===== src/rtl/i2ctb_pkg.sv =====
// Shared types and constants for the I2C target bit-level state machine.
`timescale 1ns / 1ps

package i2ctb_pkg;

    localparam int unsigned PhaseW = 3;

    localparam logic [PhaseW-1:0] PH_IDLE     = 3'd0;
    localparam logic [PhaseW-1:0] PH_HEADER   = 3'd1;
    localparam logic [PhaseW-1:0] PH_ACK_HDR  = 3'd2;
    localparam logic [PhaseW-1:0] PH_RX       = 3'd3;
    localparam logic [PhaseW-1:0] PH_ACK_RX   = 3'd4;
    localparam logic [PhaseW-1:0] PH_TX       = 3'd5;
    localparam logic [PhaseW-1:0] PH_WAIT_ACK = 3'd6;

    localparam logic       CFG_FIRST_READ_BYTE = 1'b0;
    localparam logic       CFG_NEXT_READ_BYTE  = 1'b1;
    localparam logic [7:0] FIRST_READ_RESET    = 8'h81;
    localparam logic [7:0] NEXT_READ_RESET     = 8'h85;
    localparam logic [2:0] BITS_LAST           = 3'd7;

    typedef struct packed {
        logic scl_level;
        logic sda_level;
    } sample_t;

    typedef struct packed {
        logic       sda_out;
        logic       sda_drive;
        logic [6:0] target_address;
        logic       read_request;
        logic [7:0] last_rx_byte;
    } result_t;

    typedef struct packed {
        logic [7:0] first_read_byte;
        logic [7:0] next_read_byte;
    } cfg_t;

endpackage


===== src/rtl/i2ctb_cfg.sv =====
// Configuration registers holding the bytes sent in read transfers.
`timescale 1ns / 1ps

module i2ctb_cfg (
    input  logic             aclk,
    input  logic             aresetn,
    input  logic             cfg_we,
    input  logic             cfg_index,
    input  logic [7:0]       cfg_wdata,
    output i2ctb_pkg::cfg_t  cfg
);

    i2ctb_pkg::cfg_t cfg_reg;

    always_ff @(posedge aclk) begin
        if (!aresetn) begin
            cfg_reg.first_read_byte <= i2ctb_pkg::FIRST_READ_RESET;
            cfg_reg.next_read_byte  <= i2ctb_pkg::NEXT_READ_RESET;
        end else if (cfg_we) begin
            case (cfg_index)
                i2ctb_pkg::CFG_FIRST_READ_BYTE: cfg_reg.first_read_byte <= cfg_wdata;
                i2ctb_pkg::CFG_NEXT_READ_BYTE:  cfg_reg.next_read_byte  <= cfg_wdata;
                default: ;
            endcase
        end
    end

    assign cfg = cfg_reg;

endmodule


===== src/rtl/i2ctb_core.sv =====
// Bit-level protocol state machine: one pin sample is processed per step.
`timescale 1ns / 1ps

module i2ctb_core (
    input  logic                aclk,
    input  logic                aresetn,
    input  logic                step,
    input  i2ctb_pkg::sample_t  sample,
    input  i2ctb_pkg::cfg_t     cfg,
    output i2ctb_pkg::result_t  result
);

    logic                         sda_prev_reg, scl_prev_reg;
    logic                         start_seen_reg, stop_seen_reg;
    logic [i2ctb_pkg::PhaseW-1:0] phase_reg, phase_next;
    logic [6:0]                   addr_reg, addr_next;
    logic                         read_flag_reg, read_flag_next;
    logic [7:0]                   rx_data_reg, rx_data_next;
    logic                         drive_flag_reg, drive_flag_next;
    logic [8:0]                   tx_shift_reg, tx_shift_next;
    logic [7:0]                   rx_shift_reg, rx_shift_next;
    logic [2:0]                   bit_count_reg, bit_count_next;
    logic                         rise;

    // The result reflects the state before this sample is applied.
    assign result.sda_out        = tx_shift_reg[8];
    assign result.sda_drive      = drive_flag_reg;
    assign result.target_address = addr_reg;
    assign result.read_request   = read_flag_reg;
    assign result.last_rx_byte   = rx_data_reg;

    assign rise = !scl_prev_reg && sample.scl_level;

    always_comb begin
        phase_next      = phase_reg;
        addr_next       = addr_reg;
        read_flag_next  = read_flag_reg;
        rx_data_next    = rx_data_reg;
        drive_flag_next = drive_flag_reg;
        tx_shift_next   = tx_shift_reg;
        bit_count_next  = bit_count_reg;
        rx_shift_next   = rise ? {rx_shift_reg[6:0], sample.sda_level} : rx_shift_reg;

        case (phase_reg)
            i2ctb_pkg::PH_IDLE: begin
                tx_shift_next   = '0;
                addr_next       = '0;
                read_flag_next  = 1'b0;
                rx_data_next    = '0;
                drive_flag_next = 1'b0;
                if (start_seen_reg) begin
                    bit_count_next = i2ctb_pkg::BITS_LAST;
                    phase_next     = i2ctb_pkg::PH_HEADER;
                end
            end
            i2ctb_pkg::PH_HEADER, i2ctb_pkg::PH_RX: begin
                if (rise) begin
                    if (bit_count_reg == 3'd0) begin
                        drive_flag_next = 1'b1;
                        phase_next = (phase_reg == i2ctb_pkg::PH_HEADER) ?
                                     i2ctb_pkg::PH_ACK_HDR : i2ctb_pkg::PH_ACK_RX;
                    end else begin
                        bit_count_next = bit_count_reg - 3'd1;
                    end
                end
            end
            i2ctb_pkg::PH_ACK_HDR: begin
                if (rise) begin
                    addr_next      = rx_shift_reg[7:1];
                    read_flag_next = rx_shift_reg[0];
                    bit_count_next = i2ctb_pkg::BITS_LAST;
                    if (!rx_shift_reg[0]) begin
                        drive_flag_next = 1'b0;
                        phase_next      = i2ctb_pkg::PH_RX;
                    end else begin
                        phase_next    = i2ctb_pkg::PH_TX;
                        tx_shift_next = {1'b0, cfg.first_read_byte};
                    end
                end
            end
            i2ctb_pkg::PH_ACK_RX: begin
                if (rise) begin
                    rx_data_next = rx_shift_reg;
                    if (sample.sda_level) begin
                        phase_next = i2ctb_pkg::PH_IDLE;
                    end else begin
                        bit_count_next  = i2ctb_pkg::BITS_LAST;
                        drive_flag_next = 1'b0;
                        phase_next      = i2ctb_pkg::PH_RX;
                    end
                end
            end
            i2ctb_pkg::PH_TX: begin
                if (rise) begin
                    tx_shift_next = {tx_shift_reg[7:0], 1'b0};
                    if (bit_count_reg == 3'd0) begin
                        drive_flag_next = 1'b0;
                        phase_next      = i2ctb_pkg::PH_WAIT_ACK;
                    end else begin
                        bit_count_next = bit_count_reg - 3'd1;
                    end
                end
            end
            i2ctb_pkg::PH_WAIT_ACK: begin
                if (rise) begin
                    drive_flag_next = 1'b1;
                    if (sample.sda_level) begin
                        phase_next = i2ctb_pkg::PH_IDLE;
                    end else begin
                        bit_count_next = i2ctb_pkg::BITS_LAST;
                        tx_shift_next  = {1'b0, cfg.next_read_byte};
                        phase_next     = i2ctb_pkg::PH_TX;
                    end
                end
            end
            default: begin
                phase_next = i2ctb_pkg::PH_IDLE;
            end
        endcase

        // A stop anywhere but idle ends the transfer.
        if (phase_reg != i2ctb_pkg::PH_IDLE && stop_seen_reg) begin
            phase_next = i2ctb_pkg::PH_IDLE;
        end
    end

    always_ff @(posedge aclk) begin
        if (!aresetn) begin
            sda_prev_reg   <= 1'b0;
            scl_prev_reg   <= 1'b0;
            start_seen_reg <= 1'b0;
            stop_seen_reg  <= 1'b0;
            phase_reg      <= i2ctb_pkg::PH_IDLE;
            addr_reg       <= '0;
            read_flag_reg  <= 1'b0;
            rx_data_reg    <= '0;
            drive_flag_reg <= 1'b0;
            tx_shift_reg   <= '0;
            rx_shift_reg   <= '0;
            bit_count_reg  <= '0;
        end else if (step) begin
            start_seen_reg <= sda_prev_reg && !sample.sda_level && sample.scl_level;
            stop_seen_reg  <= !sda_prev_reg && sample.sda_level && sample.scl_level;
            sda_prev_reg   <= sample.sda_level;
            scl_prev_reg   <= sample.scl_level;
            phase_reg      <= phase_next;
            addr_reg       <= addr_next;
            read_flag_reg  <= read_flag_next;
            rx_data_reg    <= rx_data_next;
            drive_flag_reg <= drive_flag_next;
            tx_shift_reg   <= tx_shift_next;
            rx_shift_reg   <= rx_shift_next;
            bit_count_reg  <= bit_count_next;
        end
    end

endmodule


===== src/rtl/i2c_target_bit_fsm.sv =====
// Top level of the oversampled I2C target: sample and result registers around the core.
`timescale 1ns / 1ps
//
// Usage
//   The s_ channel carries one beat per system-clock sample of the SCL and
//   SDA pins. Each accepted beat yields exactly one m_ beat that shows the
//   target's outputs (SDA level and drive enable, captured address, R/W bit,
//   last received byte) as they stood before that sample was applied.
//   Each beat passes through the sample register and then the result
//   register on its way to m_valid. Throughput is one beat per cycle while
//   m_ready is high, set by the state update between the two registers.
//   When m_ready is low, the result register holds its beat, the sample
//   register fills, and s_ready drops; no beat is lost or repeated.
//   The cfg_ port writes the first or the next read byte, chosen by
//   cfg_index; write it only while no beat is in flight.
//   Reset (aresetn low, synchronous) empties both registers, returns the
//   state machine to idle with SDA released, and restores the read bytes
//   to 0x81 and 0x85.
//
module i2c_target_bit_fsm (
    input  logic                aclk,
    input  logic                aresetn,
    input  logic                s_valid,
    output logic                s_ready,
    input  i2ctb_pkg::sample_t  s_data,
    output logic                m_valid,
    input  logic                m_ready,
    output i2ctb_pkg::result_t  m_data,
    input  logic                cfg_we,
    input  logic                cfg_index,
    input  logic [7:0]          cfg_wdata
);

    logic                in_valid_reg;
    i2ctb_pkg::sample_t  in_data_reg;
    logic                out_valid_reg;
    i2ctb_pkg::result_t  out_data_reg;
    i2ctb_pkg::result_t  core_result;
    i2ctb_pkg::cfg_t     cfg;
    logic                advance;

    assign advance = in_valid_reg && (!out_valid_reg || m_ready);
    assign s_ready = !in_valid_reg || advance;

    i2ctb_cfg u_cfg (
        .aclk      (aclk),
        .aresetn   (aresetn),
        .cfg_we    (cfg_we),
        .cfg_index (cfg_index),
        .cfg_wdata (cfg_wdata),
        .cfg       (cfg)
    );

    i2ctb_core u_core (
        .aclk    (aclk),
        .aresetn (aresetn),
        .step    (advance),
        .sample  (in_data_reg),
        .cfg     (cfg),
        .result  (core_result)
    );

    always_ff @(posedge aclk) begin
        if (!aresetn) begin
            in_valid_reg  <= 1'b0;
            out_valid_reg <= 1'b0;
        end else begin
            if (s_ready) begin
                in_valid_reg <= s_valid;
            end
            if (advance) begin
                out_valid_reg <= 1'b1;
            end else if (m_ready) begin
                out_valid_reg <= 1'b0;
            end
        end
    end

    always_ff @(posedge aclk) begin
        if (s_valid && s_ready) begin
            in_data_reg <= s_data;
        end
        if (advance) begin
            out_data_reg <= core_result;
        end
    end

    assign m_valid = out_valid_reg;
    assign m_data  = out_data_reg;

endmodule

===== config.mk =====
export PLATFORM = sky130hd
export DESIGN_NAME = i2c_target_bit_fsm
export DESIGN_NICKNAME = d
export VERILOG_FILES = /design/src/rtl/i2ctb_pkg.sv /design/src/rtl/i2ctb_cfg.sv /design/src/rtl/i2ctb_core.sv /design/src/rtl/i2c_target_bit_fsm.sv
export SDC_FILE = /design/constraint.sdc
export NUM_CORES = 1
export LEC_CHECK = 0
export BUFFER_PORTS_ARGS = -buffer_cell sky130_fd_sc_hd__buf_2
export CAP_MARGIN = 5
export CORE_MARGIN = 3
export CORE_UTILIZATION = 60
export CTS_BUF_LIST = sky130_fd_sc_hd__clkbuf_4
export DETAILED_ROUTE_END_ITERATION = 16
export PLACE_DENSITY_LB_ADDON = 0.2
export SYNTH_ARGS = -nofsm -noshare
export SYNTH_HDL_FRONTEND = slang
export SYNTH_HIERARCHICAL = 1
export SYNTH_SLANG_ARGS = --single-unit

===== constraint.sdc =====
create_clock -name aclk -period 5.62 [get_ports aclk]
set_input_delay 0.562 -clock aclk [delete_from_list [all_inputs] [get_ports aclk]]
set_output_delay 0.562 -clock aclk [all_outputs]
set_load 0.03 [all_outputs]

==> results.ini, run 1 <==
[setup_path]
cpLargestDelayFamily = compound AO/OA/AOI/OAI gates
cp_max_fo = 38
cp_data_arrival_time_ps = 2400
path_cells = nor2b_4 > nor2b_2 > buf_4 > o41a_1 > o21ai_2 > a211oi_4 > nor2_1 > a311oi_1
worstSetupPathType = reg -> reg
slowest_stage = buf_4
cpPeakStageDelay_ps = 390
worst-endpoint-required_ps = 5960
r2r_start = m_valid
worstReg2RegEnd = u_core/bit_count_reg[1]
worstSetupStartpointType = flip-flop
end_kind = flip-flop
reg2regPathDepth = 8
crit_buf_inv = 1
rrSetupSlack_ps = 3560

[final_layout]
final_common_cell = dfxtp_1
insertedDiodeCount = 0
fin_area_um2 = 3786
largest_reg_flops = 18
final_layout_size_suffix_gt1_share_pct = 17.48
area_growth_pct = 7.572
most-common-layout-cells = 62 x dfxtp_1, 48 x nand2_1, 39 x nand3_1, 36 x a21oi_1, 35 x buf_2
fin_nets = 402
finalNonFillerCells = 461

[sta]
fin_crit_sh_pct = 36.69
rsz0062_at_grt = false
min_period_ps = 2062
hold_viol = 0
setup_violations = 0
fmax_mhz = 484.9
setup_ws_ps = 3558
finalSetupTns_ps = 0
finClkSkew_ps = 23.46
max-slew-margin-rel_pct = 41.62
worst_pin_slew_ps = 874.0
drv_slew = 0

[detailed_routing]
post_drt_via_cell_ratio = 5.597
num_vias = 2580
final_antenna_net_count = 0
wire_per_inst_um = 13.62
drt_iter0_drc = 152
drc = 0
drtPass1Iterations = 4
wirelength_mm = 6.278

[power]
p_int_mw = 0.7389
ir_worst_vdd_mv = 0.2034
p_switching_mw = 0.2732
seq_power_share_pct = 61.8
power_leakage_nw = 1.372
p_per_area_nw_per_um2 = 267.3
p_sw_share_pct = 27.00
p_clk_share_pct = 30.9
p_comb_share_pct = 7.3

[synthesis]
synth_edf_count = 20
synth-main-ff-cell = dfxtp_1
synth.avg_cell_area_um2 = 9.723
ys_types = 53
synth.area.top_cells = dfxtp_1 35%, edfxtp_1 17%, mux2i_1 6.8%, nand3_1 5.5%, a21oi_1 5.1%
netlist_area_um2 = 3520
syn_inst = 362
postSynth.asyncResetShare_pct = 0
synthesis.nets = 380
synth.top_cell.area_share_pct = 35.26
ys_ff_latch = 82
yosys_warnings = 6
synth-seq-area-share_pct = 52.33
yosysTopAreaCell = dfxtp_1

[floorplan]
core_area_um2 = 5608
initial_core_util_pct = 62.76
dieArea_um2 = 6821
rows = 27
ios = 36
die-width_um = 82.59
die_h_um = 82.59

[min_path]
holdCritStartpoint = s_data[1]
hold_path_end = in_data_reg[1]
min_path_cells = 1
hold_class = in -> reg

[clock_tree]
cts_hold_buf = 0
cts_tree = yes
cts_sinks = 82
cts_made_buffers = 9
clk_latency_ps = 440
cts_resized = 0
cts_root_buffer = clkbuf_4
post_cts_buffers = 0
clk_pin_slew_ps = 130
cts_buffer_depth = 2
cts.htree.levels = 3

[run]
maxCapViolations = 0

[global_routing]
use_met2_pct = 32.93
busiest_layer = met2
use_met3_pct = 4.230
met1_usage_pct = 24.78
grt_use_total_pct = 19.92
grt_max_degree = 43
first_global_vias = 2328
grt_overflow_total = 0
grt_pass1_wl_mm = 10.49
antenna_found_initial = 0

[place]
gp_congestion = 0.8095
io_buffer_count = 35
placed_area_um2 = 3660
dp_cells = 445
dp_hpwl_mm = 4.206
dpl_worst_slack_ps = 3303

[outcome]
run_status = finished clean

[worst max-delay path by stage]
| stage | from | endpoint | slack (ps) | cells after the start |
|---|---|---|---|---|
| finish | m_valid | u_core/bit_count_reg[1] | 3560 | 8 |
| global route | m_valid | u_core/bit_count_reg[1] | 3400 | 8 |
| CTS | m_valid | u_core/bit_count_reg[1] | 3550 | 8 |
| global placement | aresetn | u_core/tx_shift_reg[0] | 3370 | 4 |
| detailed placement | aresetn | u_core/tx_shift_reg[0] | 3300 | 4 |
| floorplan | m_valid | u_core/bit_count_reg[2] | 2880 | 8 |
[cell type report]
cell class              count  area, um2
multi-input cells         242       1489
repair buffers             38      197.7
inverters                  11      41.29
fillers                   477       1822
well taps                  72      90.09
clock inverters             7      58.81
flip-flops and latches     82       1842
clock buffers               9      67.56
[cell families after synthesis]
group           Yosys count  share of synthesized area (%)
simple gates            138                          19.73
flops                    82                          52.33
compound gates           77                          14.72
buf+inv                  38                          5.439
mux                      24                          6.825
fa+ha+maj                 2                         0.7109
xor+xnor                  1                         0.2489
[per-stage QoR]
step | total power, mW | util [%] | hold WS, ps
finish | 1.012 | 67.51 | 302.1
global route | 1.054 | 67.51 | 289.3
CTS | 1.021 | 67.51 | 290.4
detailed placement | 0.7126 | 65.26 | 416.1
global placement | 0.7103 | 65.26 | 412.6
floorplan | 0.6933 | - | 408.1
[Yosys cell counts (all sizes together) (2+ instances only)]
| library cell | number |
|---|---|
| dfxtp | 62 |
| nand2 | 48 |
| nand3 | 39 |
| a21oi | 36 |
| mux2i | 24 |
| buf | 20 |
| edfxtp | 20 |
| nor2 | 17 |
| inv | 11 |
| o31ai | 11 |
| o21ai | 10 |
| nand2b | 9 |
| clkbuf | 7 |
| nor2b | 5 |
| o211ai | 5 |
| nand3b | 4 |
| a211oi | 3 |
| a21boi | 3 |
| and3 | 3 |
| nand4b | 3 |
| a22oi | 2 |
| ha | 2 |
| nand4 | 2 |
| nor3 | 2 |
| or2 | 2 |
[metal layers]
metal / share of wire, % / vias to the layer above
met5: 0 / -
met4: 1.6 / 0
met3: 4.7 / 8
met2: 48 / 60
met1: 45 / 1190
li1: - / 1322
[power by group through the flow]
stage | logic (mW) | registers [mW] | clock network, mW
detailed placement | 0.0735 | 0.639 | 0
CTS | 0.0737 | 0.626 | 0.322
global route | 0.0815 | 0.628 | 0.344
floorplan | 0.0457 | 0.648 | 0
global placement | 0.0719 | 0.638 | 0
finish | 0.0734 | 0.626 | 0.313
Power figures use the tool's default switching activity.
==> run 2: changes to the inputs <==
==> constraint.sdc (replaced) <==
create_clock -name aclk -period 2.1 [get_ports aclk]
set_input_delay 0.21 -clock aclk [delete_from_list [all_inputs] [get_ports aclk]]
set_output_delay 0.21 -clock aclk [all_outputs]
set_load 0.03 [all_outputs]
==> run 2 against run 1 <==
  * Worst setup slack got worse by 3200 ps
  * Clock power rose to 3.5 times the previous value
  * Combinational power grew to 2.8 times the previous value
  * Critical path depth shrank 3
  * Maximum frequency up 17%
  * Sequential power increased to 2.7 times the previous value
  * Die area unchanged
  * Largest power group unchanged
  * Flip-flop and latch count unchanged
==> results.ini, run 2 (same netlist as run 1, synthesis figures left out) <==
[setup_path]
worstReg2RegEnd = u_core/bit_count_reg[2]
cp_max_fo = 15  ; -61%
r2r_start = u_core/phase_reg[2]
rrSetupSlack_ps = 330  ; -3220 ps
worstSetupPathType = reg -> reg
reg2regPathDepth = 5  ; -3
cp_data_arrival_time_ps = 2080  ; -320 ps
worstSetupStartpointType = flip-flop
worst-endpoint-required_ps = 2410  ; -3550 ps
end_kind = flip-flop

[sta]
fin_crit_sh_pct = 84.07  ; +47 points
worst_pin_slew_ps = 522.8  ; -351.2 ps
hold_viol = 0  ; unchanged
max-slew-margin-rel_pct = 65.08  ; +23 points
finClkSkew_ps = 14.53  ; -8.927 ps
finalSetupTns_ps = 0  ; unchanged
drv_slew = 0  ; unchanged
min_period_ps = 1766  ; -296.5 ps
rsz0062_at_grt = false
setup_violations = 0  ; unchanged
fmax_mhz = 566.4  ; +17%

[floorplan]
initial_core_util_pct = 62.76  ; unchanged
rows = 27  ; unchanged
core_area_um2 = 5608  ; unchanged
ios = 36  ; unchanged
die-width_um = 82.59  ; unchanged
die_h_um = 82.59  ; unchanged
dieArea_um2 = 6821  ; unchanged

[power]
p_int_mw = 2.229  ; +200%
power_leakage_nw = 1.452  ; +5.8%
p_per_area_nw_per_um2 = 757.9  ; +180%
p_sw_share_pct = 25.10  ; -1.9 points
power.total_mw = 2.977  ; +190%
ir_worst_vdd_mv = 0.5601  ; +180%
p_clk_share_pct = 36.8  ; +5.9 points
p_switching_mw = 0.7473  ; +170%
seq_power_share_pct = 56.3  ; -5.5 points
p_comb_share_pct = 7.0  ; -0.3 points

[detailed_routing]
num_vias = 2640  ; +2.3%
wire_per_inst_um = 13.59  ; -0.18%
final_antenna_net_count = 0  ; unchanged
drtPass1Iterations = 4  ; unchanged
drt_iter0_drc = 92  ; -39%
post_drt_via_cell_ratio = 5.593  ; about the same
drc = 0  ; unchanged
wirelength_mm = 6.416  ; +2.2%

[place]
gp_congestion = 0.8219  ; +1.5%
placed_area_um2 = 3732  ; +2.0%
dp_hpwl_mm = 4.330  ; +3.0%
io_buffer_count = 35  ; unchanged

[global_routing]
grt_pass1_wl_mm = 10.88  ; +3.7%
antenna_found_initial = 0  ; unchanged
grt_use_total_pct = 20.73  ; +0.81 points
first_global_vias = 2461  ; +5.7%
grt_overflow_total = 0  ; unchanged
grt_max_degree = 40  ; -7.0%
busiest_layer = met2
use_met3_pct = 5.748  ; +1.5 points
use_met2_pct = 35.26  ; +2.3 points
met1_usage_pct = 24.86  ; +0.086 points

[final_layout]
utilization_pct = 70.04  ; +2.5 points
final_layout_size_suffix_gt1_share_pct = 19.25  ; +1.8 points
most-common-layout-cells = 62 x dfxtp_1, 48 x nand2_1, 39 x nand3_1, 36 x a21oi_1, 35 x buf_2
final_common_cell = dfxtp_1
fin_nets = 413  ; +2.7%
area_growth_pct = 11.59
multi_input_area_um2 = 1494  ; +0.34%
insertedDiodeCount = 0  ; unchanged
num-fill-cells = 464  ; -2.7%
register_area_um2 = 1842  ; unchanged
largest_reg_flops = 18  ; unchanged
fin_area_um2 = 3928  ; +3.7%

[clock_tree]
cts_buffer_depth = 2  ; unchanged
clk_latency_ps = 430  ; about the same
cts_sinks = 82  ; unchanged
cts.htree.levels = 3  ; unchanged
cts_made_buffers = 9  ; unchanged
cts_resized = 0  ; unchanged
cts_root_buffer = clkbuf_4
cts_tree = yes
clk_pin_slew_ps = 130  ; about the same

[min_path]
min_path_cells = 3  ; +2
hold_class = in -> reg
hold_path_end = in_valid_reg
holdCritStartpoint = s_valid

[outcome]
run_status = finished clean

[run]
maxCapViolations = 0  ; unchanged

## run 2: worst max-delay path, cell delays in order, from the launching register on
cell,delay [ps]
dfxtp_1,630
a21boi_1,210
a21boi_2,220
a211oi_4,300
and4_1,250
nor3_2,50
## run 2: cell type report
type                    count  share of cell area, %
well taps                  72                  2.294
repair buffers             49                  7.263
inverters                  11                  1.051
clock buffers               9                  1.720
flip-flops and latches     82                  46.89
multi-input cells         242                  38.04
clock inverters             7                  2.740
## run 2: how the worst max path moves through the flow
stage / start / to / depth (start not counted)
after CTS: u_core/phase_reg[2] / u_core/tx_shift_reg[6] / 5
after detailed placement: u_core/phase_reg[2] / u_core/tx_shift_reg[3] / 5
after global routing: u_core/phase_reg[2] / u_core/tx_shift_reg[2] / 5
after global placement: u_core/phase_reg[2] / u_core/tx_shift_reg[6] / 5
after floorplan: m_valid / u_core/bit_count_reg[2] / 8
final: u_core/phase_reg[2] / u_core/bit_count_reg[2] / 5
## run 2: repair_timing
| action | 4_1_cts | 5_1_grt |
|---|---|---|
| hold buffers | 2 | 0 |
| endpoints found under the hold margin | 2 | 0 |
| buffers inserted | 0 | 0 |
## run 2: layer usage
layer	wire, um	vias to the layer above
li1	-	1353
met1	2931	1228
met2	3137	55
met3	306	4
met4	40	0
met5	0	-
## run 2: through the flow
| step | std cells | hold WS [ps] | setup WS [ps] |
|---|---|---|---|
| 6_report | 472 | 26.63 | 334.4 |
| 4_1_cts | 472 | 5.108 | 339.3 |
| 3_5_place_dp | 454 | 388.1 | 364.5 |
| 5_1_grt | 472 | 17.83 | 129.0 |
| 3_3_place_gp | 454 | 387.3 | 390.3 |
| 2_1_floorplan | 362 | 308.9 | 17.30 |
## run 2: power by group through the flow
stage	Combinational, mW	Sequential [mW]	Clock [mW]
after global placement	0.202	1.71	0
after CTS	0.209	1.68	1.11
after floorplan	0.125	1.73	0
after global routing	0.230	1.68	1.17
final	0.208	1.67	1.09
after detailed placement	0.206	1.71	0
==> run 3: changes to the inputs <==
==> constraint.sdc (replaced) <==
create_clock -name aclk -period 1.8 [get_ports aclk]
set_input_delay 0.18 -clock aclk [delete_from_list [all_inputs] [get_ports aclk]]
set_output_delay 0.18 -clock aclk [all_outputs]
set_load 0.03 [all_outputs]
==> run 3 against run 2 <==
  * Non-clock buffer count rose by 15
  * Die area is the same
  * Critical path type unchanged
  * Combinational power grew 30%
  * Clock skew decreased by 5.3 ps
  * First-iteration DRC count grew 85%
  * Sequential share of layout area down 1.3 points
  * Maximum frequency up 4.6%
  * Flip-flop and latch count unchanged
  * Cell area is 3.3% higher
  * Worst setup slack worse by 220 ps
  * Utilization grew 2.3 points
==> results.ini, run 3 (same netlist as run 1, synthesis figures left out) <==
[setup_path]
end_kind = flip-flop
worst-endpoint-required_ps = 2150  ; -260 ps
cpPeakStageDelay_ps = 560  ; -70 ps
crit_start = u_core/phase_reg[1]
r2r_start = u_core/phase_reg[1]
worstSetupStartpointType = flip-flop
path_cells = buf_4 > nand2_1 > nor2_4 > nand3_1 > a21oi_1
worstSetupPathType = reg -> reg
reg2regPathDepth = 5  ; unchanged
slowest_stage = dfxtp_1
cp_max_fo = 10  ; -5
cp_data_arrival_time_ps = 2040  ; -40 ps

[clock_tree]
clk_pin_slew_ps = 130  ; about the same
cts_made_buffers = 9  ; unchanged
cts_buffer_depth = 2  ; unchanged
clk_latency_ps = 420  ; about the same
cts.htree.levels = 3  ; unchanged
cts_root_buffer = clkbuf_4
cts_sinks = 82  ; unchanged
cts_tree = yes

[floorplan]
die_h_um = 82.59  ; unchanged
dieArea_um2 = 6821  ; unchanged
core_area_um2 = 5608  ; unchanged
die-width_um = 82.59  ; unchanged
rows = 27  ; unchanged
initial_core_util_pct = 62.76  ; unchanged
ios = 36  ; unchanged

[final_layout]
largest_reg_flops = 18  ; unchanged
final_layout_size_suffix_gt1_share_pct = 21.20  ; +2.0 points
most-common-layout-cells = 59 x dfxtp_1, 48 x nand2_1, 38 x nand3_1, 36 x a21oi_1, 35 x buf_2
fin_area_um2 = 4058  ; +3.3%
area_growth_pct = 15.29
fin_nets = 428  ; +3.6%
final_common_cell = dfxtp_1
insertedDiodeCount = 0  ; unchanged

[sta]
hold_viol = 0  ; unchanged
holdWs_ps = 24.93  ; -1.700 ps
max-slew-margin-rel_pct = 69.87  ; +4.8 points
fmax_mhz = 592.7  ; +4.6%
fin_crit_sh_pct = 93.74  ; +9.7 points
setup_violations = 0  ; unchanged
worst_pin_slew_ps = 452.0  ; -70.76 ps
drv_slew = 0  ; unchanged
min_period_ps = 1687  ; -78.23 ps
finalSetupTns_ps = 0  ; unchanged
finClkSkew_ps = 9.191  ; -5.338 ps

[power]
p_per_area_nw_per_um2 = 811.5  ; +7.1%
power_leakage_nw = 1.509  ; +3.9%
ir_worst_vdd_mv = 0.4981  ; -11%

[global_routing]
grt_pass1_wl_mm = 10.88  ; unchanged
antenna_found_initial = 0  ; unchanged
grt_use_total_pct = 20.95  ; +0.22 points
grt_overflow_total = 0  ; unchanged
grt_max_degree = 40  ; unchanged
first_global_vias = 2426  ; -1.4%

[outcome]
run_status = finished clean

[place]
gp_congestion = 0.7980  ; -2.9%
placed_area_um2 = 3759  ; +0.70%
io_buffer_count = 35  ; unchanged
dp_hpwl_mm = 4.484  ; +3.6%

[min_path]
holdCritStartpoint = cfg_wdata[4]
hold_class = in -> reg
min_path_cells = 3  ; unchanged

[run]
maxCapViolations = 0  ; unchanged

[detailed_routing]
wirelength_mm = 6.717  ; +4.7%
post_drt_via_cell_ratio = 5.600  ; +0.11%
drc = 0  ; unchanged
final_antenna_net_count = 0  ; unchanged
num_vias = 2727  ; +3.3%
drt_iter0_drc = 170  ; +85%
wire_per_inst_um = 13.79  ; +1.5%
drtPass1Iterations = 4  ; unchanged

==> run 3: changes by cell type in the layout (fill, tap and decap cells not counted), sizes merged <==
cell / delta
dlygate4sd3: +8
buf: +7
clkinv: +2
bufinv: -1
inv: -1
==> run 3: final timing paths <==
check	to	slack [ps]
setup reg to reg	u_core/addr_reg[2]	110
hold / removal	u_cfg/cfg[12]	20
setup / recovery	u_core/addr_reg[2]	110
hold reg to reg	m_data[5]	440
==> run 3: power breakdown <==
part	total, mW	internal (mW)	switching, mW
sequential	1.95	1.93	0.0270
combinational	0.270	0.104	0.166
clock	1.07	0.435	0.633
==> run 3: cell type report <==
class                      instances  area (um2)
sequential                        82        1848
clock buffer                       9       67.56
fill                             445        1550
timing repair buffer              64       421.7
tap                               72       90.09
multi-input combinational        242        1513
clock inverter                     7       76.32
inverter                          11       41.29
==> run 3: critical path: cells and delay by family, from the launching register on <==
family / cells / cell delay, ps
AOI/OAI and AO/OA: 1 / 190
buffers and inverters: 1 / 230
DFF: 1 / 560
and+or+nand+nor: 3 / 630
==> run 3: what timing repair did <==
action | 4_1_cts | 5_1_grt
endpoints found under the hold margin | 14 | 0
hold buffers | 10 | 0
setup endpoints to repair | 1 | 30
pin swaps | 0 | 1
buffers inserted | 0 | 4
resized for setup | 1 | 6
==> run 3: stage by stage <==
step / setup slack [ps] / std cells / util [%] / power (mW)
finish: 112.7 / 487 / 72.36 / 3.293
global placement: 101.4 / 457 / 67.02 / 2.230
detailed placement: 2.059 / 457 / 67.02 / 2.238
floorplan: -149.3 / 362 / - / 2.167
CTS: 3.000 / 483 / 71.40 / 3.328
global route: -34.13 / 487 / 72.36 / 3.444
==> run 3: metal layers <==
layer | wire [um] | track usage [%] | vias up
met5 | 0 | 0 | -
met4 | 111 | 10.46 | 0
met3 | 259 | 4.013 | 13
met2 | 3501 | 35.82 | 66
met1 | 2844 | 25.09 | 1274
li1 | - | - | 1374
